$ cat config.mk
export PLATFORM = sky130hd
export DESIGN_NAME = lmq_div
export DESIGN_NICKNAME = d
export VERILOG_FILES = /design/src/lmq_div.sv
export SDC_FILE = /design/constraint.sdc
export NUM_CORES = 1
export LEC_CHECK = 0
export ABC_AREA = 1
export BUFFER_PORTS_ARGS = -buffer_cell sky130_fd_sc_hd__clkbuf_2
export CORE_ASPECT_RATIO = 0.7
export CORE_MARGIN = 4
export CORE_UTILIZATION = 40
export CTS_CLUSTER_SIZE = 10
export DETAILED_ROUTE_END_ITERATION = 12
export PLACE_DENSITY = 0.63
export SLEW_MARGIN = 25
export SYNTH_ARGS = -nofsm -noshare
export SYNTH_HDL_FRONTEND = slang
export SYNTH_SLANG_ARGS = --single-unit
$ cat constraint.sdc
create_clock -name clk_i -period 3.25 [get_ports clk_i]
set_input_delay 0.1625 -clock clk_i [delete_from_list [all_inputs] [get_ports clk_i]]
set_output_delay 0.1625 -clock clk_i [all_outputs]
set_load 0.01 [all_outputs]
$ cat src/lmq_div.sv
`timescale 1ns / 1ps
// ----------------------------------------------------------------------------
// lmq_div
// Restoring divider, one quotient bit per cycle; quotient must fit QW bits.
// ----------------------------------------------------------------------------
module lmq_div #(
  parameter int unsigned DW = 30,
  parameter int unsigned QW = 18
) (
  input  logic               clk_i,
  input  logic               rst_ni,
  input  logic               start_i,
  input  logic [DW+QW-1:0]   dividend_i,
  input  logic [DW-1:0]      divisor_i,
  output logic               done_o,
  output logic [QW-1:0]      quotient_o
);

  localparam int unsigned RW = DW + QW;
  localparam int unsigned CNTW = $clog2(QW + 1);

  logic            run_q, run_d;
  logic            done_q, done_d;
  logic [CNTW-1:0] cnt_q, cnt_d;
  logic [RW-1:0]   rem_q, rem_d;
  logic [RW-1:0]   ds_q, ds_d;
  logic [QW-1:0]   quo_q, quo_d;
  logic            fit;

  assign fit = rem_q >= ds_q;

  always_comb begin
    run_d  = run_q;
    done_d = 1'b0;
    cnt_d  = cnt_q;
    rem_d  = rem_q;
    ds_d   = ds_q;
    quo_d  = quo_q;
    if (start_i) begin
      run_d = 1'b1;
      cnt_d = CNTW'(QW);
      rem_d = dividend_i;
      ds_d  = RW'(divisor_i) << (QW - 1);
      quo_d = '0;
    end else if (run_q) begin
      if (fit) begin
        rem_d = rem_q - ds_q;
      end
      quo_d = {quo_q[QW-2:0], fit};
      ds_d  = ds_q >> 1;
      cnt_d = cnt_q - CNTW'(1);
      if (cnt_q == CNTW'(1)) begin
        run_d  = 1'b0;
        done_d = 1'b1;
      end
    end
  end

  always_ff @(posedge clk_i or negedge rst_ni) begin
    if (!rst_ni) begin
      run_q  <= 1'b0;
      done_q <= 1'b0;
      cnt_q  <= '0;
    end else begin
      run_q  <= run_d;
      done_q <= done_d;
      cnt_q  <= cnt_d;
    end
  end

  always_ff @(posedge clk_i) begin
    rem_q <= rem_d;
    ds_q  <= ds_d;
    quo_q <= quo_d;
  end

  assign done_o     = done_q;
  assign quotient_o = quo_q;

endmodule

==> impl_results.md <==
- Top cell type's share of synthesized area: 26.0%
- Clock-pin slew on the worst setup and hold paths: 60 ps
- Normalized max-slew margin: 47.8%
- Final ANT Viol Nets: 0
- Finished Cell Area: 0.0107 mm2
- Status: finished, final reports clean
- Htree depth: 4
- N_diodes: 0
- Fin worst setup slack: 641 ps
- # port buffers: 99
- FF/Latch Area: 0.00322 mm2
- Post-layout util: 48.7%
- Post-DP HPWL: 21,300 um
- Inst Count DP: 1,732
- PD cells: 918 mW/mm2
- Dpl ws: 671 ps
- Wire length per cell: 15.0 um
- Total routed wirelength: 26,900 um
- Multi-input logic area: 0.00456 mm2
- Fill cell count: 2,358
- Layout cell share with drive strength beyond 1: 14.1%
- I/O pin total: 100
- Total GRT Usage: 21.5%
- Mapped Nets: 1,500
- DIE HEIGHT: 134 um
- Initial Utilization: 41.1%
- Synth cell types: 37
- First-pass DRT Iterations: 5
- CTS root buffer: clkbuf_16
- Final Setup Violations: 0
- CP Class: reg -> reg
- Worst Path Arrival: 2720 ps
- Post-synthesis cell count: 1,369
- Non-Filler Instances: 1,790
- Crit-path max FO: 48
- Leak: 5.63 nW
- Final Cycle Share: 80.3%
- Synth area leaders: edfxtp_1 26%, nand2_1 22%, inv_1 12%, dfxtp_1 7.8%, ha_1 6.8%
- Hold/Removal Path Class: in -> reg
- Post-CTS Setup Bufs: 0
- Total chip power: 9.79 mW
- # rows: 45
- DP Area: 0.00983 mm2
- Remaining global-route overflow: 0
- Fin. Hold Viols: 0
- Hold WS: 12.2 ps
- Sequential area share after synthesis: 35.7%
- Max frequency: 0.383 GHz
- Bufs on Longest Clock Path: 2
- Startpoint types: flop
- Initial antenna violation count: 0
- Mapped Area: 0.00901 mm2
- Crit end category: flop
- Vias in the first global route: 7,834
- Clock sinks: 120
- Synth Register Bits: 120
- Skew final: 10.8 ps
- Die W: 187 um
- CTS tree: yes
- Starting DRT DRC Count: 685
- Worst EP required: 3360 ps
- Via count: 8,508
- First-pass GRT wire length: 42,500 um
- Peak supply drop: 0.000390 V
- Ys Warns: 0
- Routability cong.: 0.949
- Post-route minimum period: 2610 ps
- Core area: 0.0219 mm2
- Largest net degree at the start of global routing: 57
- DR vias/cell: 4.75
- Max-cap violations: 0
- Final Max Tran Viols: 0
- Area grow syn2layout: 18.4%
- Average size of a mapped cell: 6.58 um2
- Final setup TNS: 0 ps
- Top cell type by total area after synthesis: edfxtp_1
- Worst skew pair latency: 440 ps
- Worst Max-Slew Pin Slew: 782 ps
- RSZ-0062 raised after global routing: no
- TritonCTS Buffers: 17
- Die area: 0.0250 mm2
- Post-route DRC: 0
- Nets: 1,626
power by group:
group / internal, mW / switching [mW]
clock: 1.02 / 0.855
combinational: 1.83 / 3.81
sequential: 2.14 / 0.132
worst paths after layout:
path / start / endpoint / slack [ps] / cells after the start
max in group asynchronous: rst_ni / cnt_q[1] / 3010 / 2
worst min-delay path: dividend_i[36] / rem_q[36] / 10 / 3
worst min register to register: quotient_o[17] / quotient_o[17] / 460 / 2
min in group asynchronous: rst_ni / cnt_q[0] / 80 / 2
worst max-delay path: ds_q[19] / rem_q[21] / 640 / 13
worst max register to register: ds_q[19] / rem_q[21] / 640 / 13
Yosys cell counts:
cell / number
a21oi_1: 36
xor2_1: 2
nand2_2: 17
inv_1: 286
buf_2: 2
nand2_1: 519
xnor2_1: 13
nor2_2: 31
a22oi_1: 1
edfxtp_1: 78
nand4_1: 12
ha_1: 49
clkbuf_1: 18
and2_1: 3
a21boi_0: 1
o21ai_0: 49
or2_2: 4
nor4_1: 3
fa_1: 1
o21bai_1: 2
nor2_1: 57
dfrtp_1: 7
buf_4: 2
clkinv_1: 2
o22ai_1: 31
nor3_2: 2
inv_2: 12
o21ai_1: 7
dfxtp_1: 35
or2_1: 2
buf_1: 2
nand3_2: 7
nand3b_1: 6
nor3_1: 4
nand3_1: 63
nor2_4: 2
nor3b_1: 1
layout make-up:
class	instances	share of cell area, %
multi-input combinational	925	42.8
sequential	120	30.2
tap	282	3.31
clock inverter	15	1.42
inverter	300	10.6
timing repair buffer	131	7.77
clock buffer	17	3.99
per-layer routing:
metal | GRT usage, % | part of all wire, % | wire length [um] | vias to the layer above
li1 | - | - | - | 4478
met1 | 34.1 | 54 | 14600 | 3767
met2 | 29.5 | 38 | 10300 | 244
met3 | 4.53 | 6.2 | 1670 | 19
met4 | 4.35 | 1.0 | 279 | 0
met5 | 0 | 0 | 0 | -
flip-flops by register name, summed over array words and instances, names as in the netlist:
register	cells
cnt_q	5
done_o	1
ds_q	47
quotient_o	18
rem_q	48
run_q	1
worst max-delay path, stage by stage (launching register included):
cell      delay (ps)
edfxtp_1         350
inv_1             70
ha_1             400
nand2_1          160
inv_1            110
nand2_1           60
nand2_1           80
a21oi_1          110
o21ai_0          270
nand2_1           80
nand4_1          110
nand2_1           80
nand2_2           80
buf_12           280
layout by cell type, fill, tap and decap left out, types with 7 or more instances in the layout:
master and instances:
clkbuf_16 17, o21ai_1 7, nand2_2 18, inv_1 286, dfrtp_1 7, ha_1 49, clkbuf_2 98, nand4_1 12
o21ai_0 49, dlygate4sd3_1 26, nand2_1 518, nand3_2 7, xnor2_1 13, nand3_1 63, a21oi_1 36, o22ai_1 31
dfxtp_1 35, nor2_2 31, edfxtp_1 78, inv_2 12, nor2_1 57
cells by family after synthesis:
logic type | count (synthesis) | synth area share [%]
flip-flops | 120 | 35.7
AO/OA/AOI/OAI | 127 | 7.60
adder cells (fa/ha/maj) | 50 | 7.03
AND/OR/NAND/NOR | 733 | 34.6
buffers and inverters | 324 | 13.6
XOR/XNOR | 15 | 1.46
what timing repair did:
item / CTS / global route
hold buffers: 26 / 0
resized for setup: 0 / 0
endpoints found under the hold margin: 32 / 0
Power figures use the tool's default switching activity.
