--- config.mk ---
export PLATFORM = sky130hd
export DESIGN_NAME = lmq_ram
export DESIGN_NICKNAME = d
export VERILOG_FILES = /design/src/lmq_ram.sv
export SDC_FILE = /design/constraint.sdc
export NUM_CORES = 1
export LEC_CHECK = 0
export ABC_AREA = 1
export ABC_CLOCK_PERIOD_IN_PS = 1600
export BUFFER_PORTS_ARGS = -buffer_cell sky130_fd_sc_hd__buf_2
export CAP_MARGIN = 10
export CELL_PAD_IN_SITES_DETAIL_PLACEMENT = 2
export CELL_PAD_IN_SITES_GLOBAL_PLACEMENT = 2
export CORE_MARGIN = 1
export CORE_UTILIZATION = 41
export DETAILED_ROUTE_END_ITERATION = 12
export GPL_TIMING_DRIVEN = 0
export PLACE_DENSITY = 0.77
export SYNTH_ARGS = -nofsm -noshare
export SYNTH_HDL_FRONTEND = slang
export SYNTH_SLANG_ARGS = --single-unit
--- constraint.sdc ---
create_clock -name clk_i -period 1.6 [get_ports clk_i]
set_input_delay 0.32 -clock clk_i [delete_from_list [all_inputs] [get_ports clk_i]]
set_output_delay 0.32 -clock clk_i [all_outputs]
set_load 0.03 [all_outputs]
--- src/lmq_ram.sv ---
`timescale 1ns / 1ps
// ----------------------------------------------------------------------------
// lmq_ram
// Generic single-write, single-read synchronous RAM with registered read.
// ----------------------------------------------------------------------------
module lmq_ram #(
  parameter int unsigned WIDTH = 8,
  parameter int unsigned DEPTH = 16
) (
  input  logic                     clk_i,
  input  logic                     we_i,
  input  logic [$clog2(DEPTH)-1:0] waddr_i,
  input  logic [WIDTH-1:0]         wdata_i,
  input  logic                     re_i,
  input  logic [$clog2(DEPTH)-1:0] raddr_i,
  output logic [WIDTH-1:0]         rdata_o
);

  logic [WIDTH-1:0] mem_q [DEPTH];
  logic [WIDTH-1:0] rdata_q;

  always_ff @(posedge clk_i) begin
    if (we_i) begin
      mem_q[waddr_i] <= wdata_i;
    end
    if (re_i) begin
      rdata_q <= mem_q[raddr_i];
    end
  end

  assign rdata_o = rdata_q;

endmodule

==> out/summary.md <==
After synthesis, the cell types taking the most area are sky130_fd_sc_hd__edfxtp_1 (70%), sky130_fd_sc_hd__nand2_1 (11%), sky130_fd_sc_hd__nand3_1 (8.3%), sky130_fd_sc_hd__inv_1 (6.4%), sky130_fd_sc_hd__buf_6 (1.2%). Setup repair after global routing left no endpoint under its margin. From left edge to right edge, the die measures 121 um. Top cell type by total area after synthesis: sky130_fd_sc_hd__edfxtp_1.

For this design, the slowest cell found on the critical path is sky130_fd_sc_hd__nor2_1. Once detailed placement completed, the half-perimeter wirelength came to 12.3 mm. For the pin count of the biggest net entering global routing, the log shows 17.

The capture instance of the worst register-to-register path was rdata_o[1]. After detailed routing, the number of remaining DRC violations is 0. Static leakage power: 2.86 nW. Endpoint of the worst hold-timing path: rdata_o[4].

Net count after synthesis: 570. The met3 track demand over resource in global routing was 5.17%. The worst setup path is of the primary input to register kind. The number of hold buffers added after CTS was 0. For the worst setup path, the data arrival time is 1.55 ns.

For the count of instances resized after the clock tree is built, the log shows 0. The routing layer with the top usage in global route was met2. Traced cell by cell, the critical path runs through buf_2, nand3b_1, nor2_1. The tools report the top achievable clock speed as 662 MHz. The initial core utilization was 42.1%. Across the routed clock network, the largest skew measured is 0.00445 ns.

The worst supply voltage drop on vdd came out at 0.728 mV. Of the cells placed in the final design, the portion with a size suffix greater than 1 is 11.5%. Once detail routing completed, the nets flagged for antenna violations numbered 0.

The floorplan step defined a die boundary enclosing 14700 um^2. The tools report the switching power as 1.84 mW. The worst register-to-register path begins at mem_q[1][1]. The final setup violation count is 0. Synthesis handed over a netlist of 551 instances. The startpoint identified for the worst hold timing path is re_i. In this run, flip-flops and latches consume 51.2% of the power.

For the worst flop-to-flop path, the logic depth is 6. Global routing used 35.6% of the available met1 tracks. The internal power of the cells totals 6.05 mW.

Areal power density over the cells: 1180 nW/um^2. Global routing used 44.5% of the available met2 tracks. Across the run, the number of max-cap violations was 0. From bottom edge to top edge, the die measures 121 um. The tools report the wire length of the first global-routing pass as 27.4 mm. The run finished with clean final reports. In this run the register-to-register setup slack is 0.30 ns. The number of global-route vias before repair was 4523; the number of antenna cells inserted was 0. The final clock period utilization by the worst path came out at 94.3%.

Class of the tightest hold or removal check: primary input to register. Cells fill 47.9% of the core in the end. Number of sinks driven by the clock tree: 136.

In this run the number of H-tree levels came out at 4. The final hold violation count was 0; the maximum fanout along the worst path was 8. For the pin with the worst max-slew slack, the measured transition is 1.13 ns.

For the number of nets in the layout, the log shows 612. After clock tree synthesis, the clock-pin slew on the worst setup and hold paths is 0.05 ns. The count of state elements after synthesis came out at 136. The tools report the initial antenna violation count as 0. For the final-report max-slew violation count, the log shows 0. The tools report the standard cell core area as 13900 um^2. For the data required time at the worst endpoint, the log shows 1.64 ns. In this run, distinct cell masters in the synthesized netlist total 11. The kind of end point of the critical path is a register. Detailed routing inserted a total of 4116 vias. 27 I/O pins were placed. TritonCTS built the clock tree. The weighted congestion at the end of routability-driven global placement is 0.797, and the total detailed-routing wirelength is 18.2 mm.

The worst pin sits at a relative slew slack of 24.1%. The worst setup path startpoint was waddr_i[3]. The startpoint type of the worst setup path is a primary input. The clock network is responsible for 41.2% of the overall power. The share of synthesized area in the top cell type comes to 69.8%. The hold path depth works out to 1.

In this run the deepest clock path goes through 2 buffers. The largest stage delay on the critical path is 0.89 ns, and the routed length per placed instance is 23.3 um. Of the total power, the share spent switching nets is 23.3%.

The insertion delay of the later-clocked pin in the worst-skew pair is 0.42 ns. The run gives 69.8% as the sequential-to-total area share from yosys stat. Combinational cells account for 7.5% of the total power. For the number of buffers inserted during clock tree synthesis, the log shows 17. The synthesized area per cell was 10.6 um^2. The Yosys step of the flow raised 0 warnings. For the initial DRC count, the log shows 219. Global routing used 27.2% of the available tracks across all layers. Dividing the detail-routed via count by the number of cells gives 5.27. The total power after layout is 7.89 mW. For the count of standard-cell rows, the log shows 43. The total overflow left after global routing is 0. Buffers placed on the I/O ports in this run total 23. After clock tree synthesis, the setup repair step added 0 buffers.

Before antenna repair, the detailed router went through 4 iterations. Subtracting the final worst setup slack from the clock period gives 1.51 ns. From synthesis to final layout, the design area changed by 13.8%.

After synthesis the cells add up to 5850 um^2. The tools report the root buffer selected by CTS as sky130_fd_sc_hd__clkbuf_16.
worst max-delay path: cells and delay by family:
kind | cells | cell delay [ns]
buf+inv | 1 | 0.12
simple gates | 2 | 1.11
logic make-up after synthesis:
| logic type | synth area share (%) |
|---|---|
| flip-flops | 69.8 |
| buffers and inverters | 9.39 |
| AND/OR/NAND/NOR | 20.8 |
synthesized netlist by cell type:
library cell	instances
sky130_fd_sc_hd__nand2_1	173
sky130_fd_sc_hd__edfxtp_1	136
sky130_fd_sc_hd__inv_1	100
sky130_fd_sc_hd__nand3_1	97
sky130_fd_sc_hd__nor2_1	17
sky130_fd_sc_hd__buf_2	13
sky130_fd_sc_hd__buf_6	6
sky130_fd_sc_hd__buf_4	4
sky130_fd_sc_hd__inv_2	2
sky130_fd_sc_hd__nand3b_1	2
sky130_fd_sc_hd__buf_1	1
flip-flops by register name (all words and copies together) (netlist names):
| signal | count |
|---|---|
| rdata_o | 8 |
| mem_q | 128 |
per-stage QoR:
step                      worst slack (ns)  setup TNS [ns]  cell area, um^2  std cells  hold WS, ns
final                               0.0905               0             6660        781        0.255
after global routing                0.0517               0             6660        781        0.256
after CTS                           0.0998               0             6660        781        0.249
after detailed placement            -0.345          -20.14             6190        754        0.689
after global placement              -0.301          -17.04             6190        754        0.679
after floorplan                      0.329               0             5850        551        0.419
power groups by stage:
stage	clock [mW]	combinational, mW	sequential [mW]
5_1_grt	3.39	0.639	4.05
3_5_place_dp	0	0.585	4.11
6_report	3.25	0.594	4.04
3_3_place_gp	0	0.555	4.10
2_1_floorplan	0	0.281	4.14
4_1_cts	3.26	0.595	4.04
layout by cell type, fill, tap and decap left out:
| cell | count |
|---|---|
| sky130_fd_sc_hd__nand3_1 | 97 |
| sky130_fd_sc_hd__edfxtp_1 | 136 |
| sky130_fd_sc_hd__clkbuf_16 | 17 |
| sky130_fd_sc_hd__buf_2 | 36 |
| sky130_fd_sc_hd__buf_1 | 1 |
| sky130_fd_sc_hd__inv_2 | 2 |
| sky130_fd_sc_hd__nand3b_1 | 2 |
| sky130_fd_sc_hd__buf_4 | 4 |
| sky130_fd_sc_hd__nor2_1 | 17 |
| sky130_fd_sc_hd__buf_6 | 6 |
| sky130_fd_sc_hd__nand2_1 | 173 |
| sky130_fd_sc_hd__clkinv_2 | 4 |
| sky130_fd_sc_hd__inv_1 | 100 |
| sky130_fd_sc_hd__clkinv_1 | 6 |
metal layers:
layer | routed length (um) | vias up
met3 | 696 | 33
li1 | - | 1859
met4 | 451 | 0
met5 | 0 | -
met2 | 9030 | 114
met1 | 8000 | 2110
worst max path at each step:
stage              endpoint  slack, ns  cells past startpoint
2_1_floorplan  mem_q[10][0]       0.33                      2
3_3_place_gp    mem_q[4][0]      -0.30                      3
3_5_place_dp    mem_q[5][0]      -0.35                      3
4_1_cts         mem_q[5][6]        0.1                      3
5_1_grt         mem_q[5][6]       0.05                      3
6_report        mem_q[5][6]       0.09                      3
area by class of cell:
type                       count  area, um^2
clock inverter                10        42.5
multi-input combinational    289        1210
clock buffer                  17         425
inverter                     102         383
tap                          180         225
fill                        1470        7230
buffer                        24         166
timing repair buffer          23         115
sequential                   136        4080
Note: power is estimated with default switching activity, not from simulation.
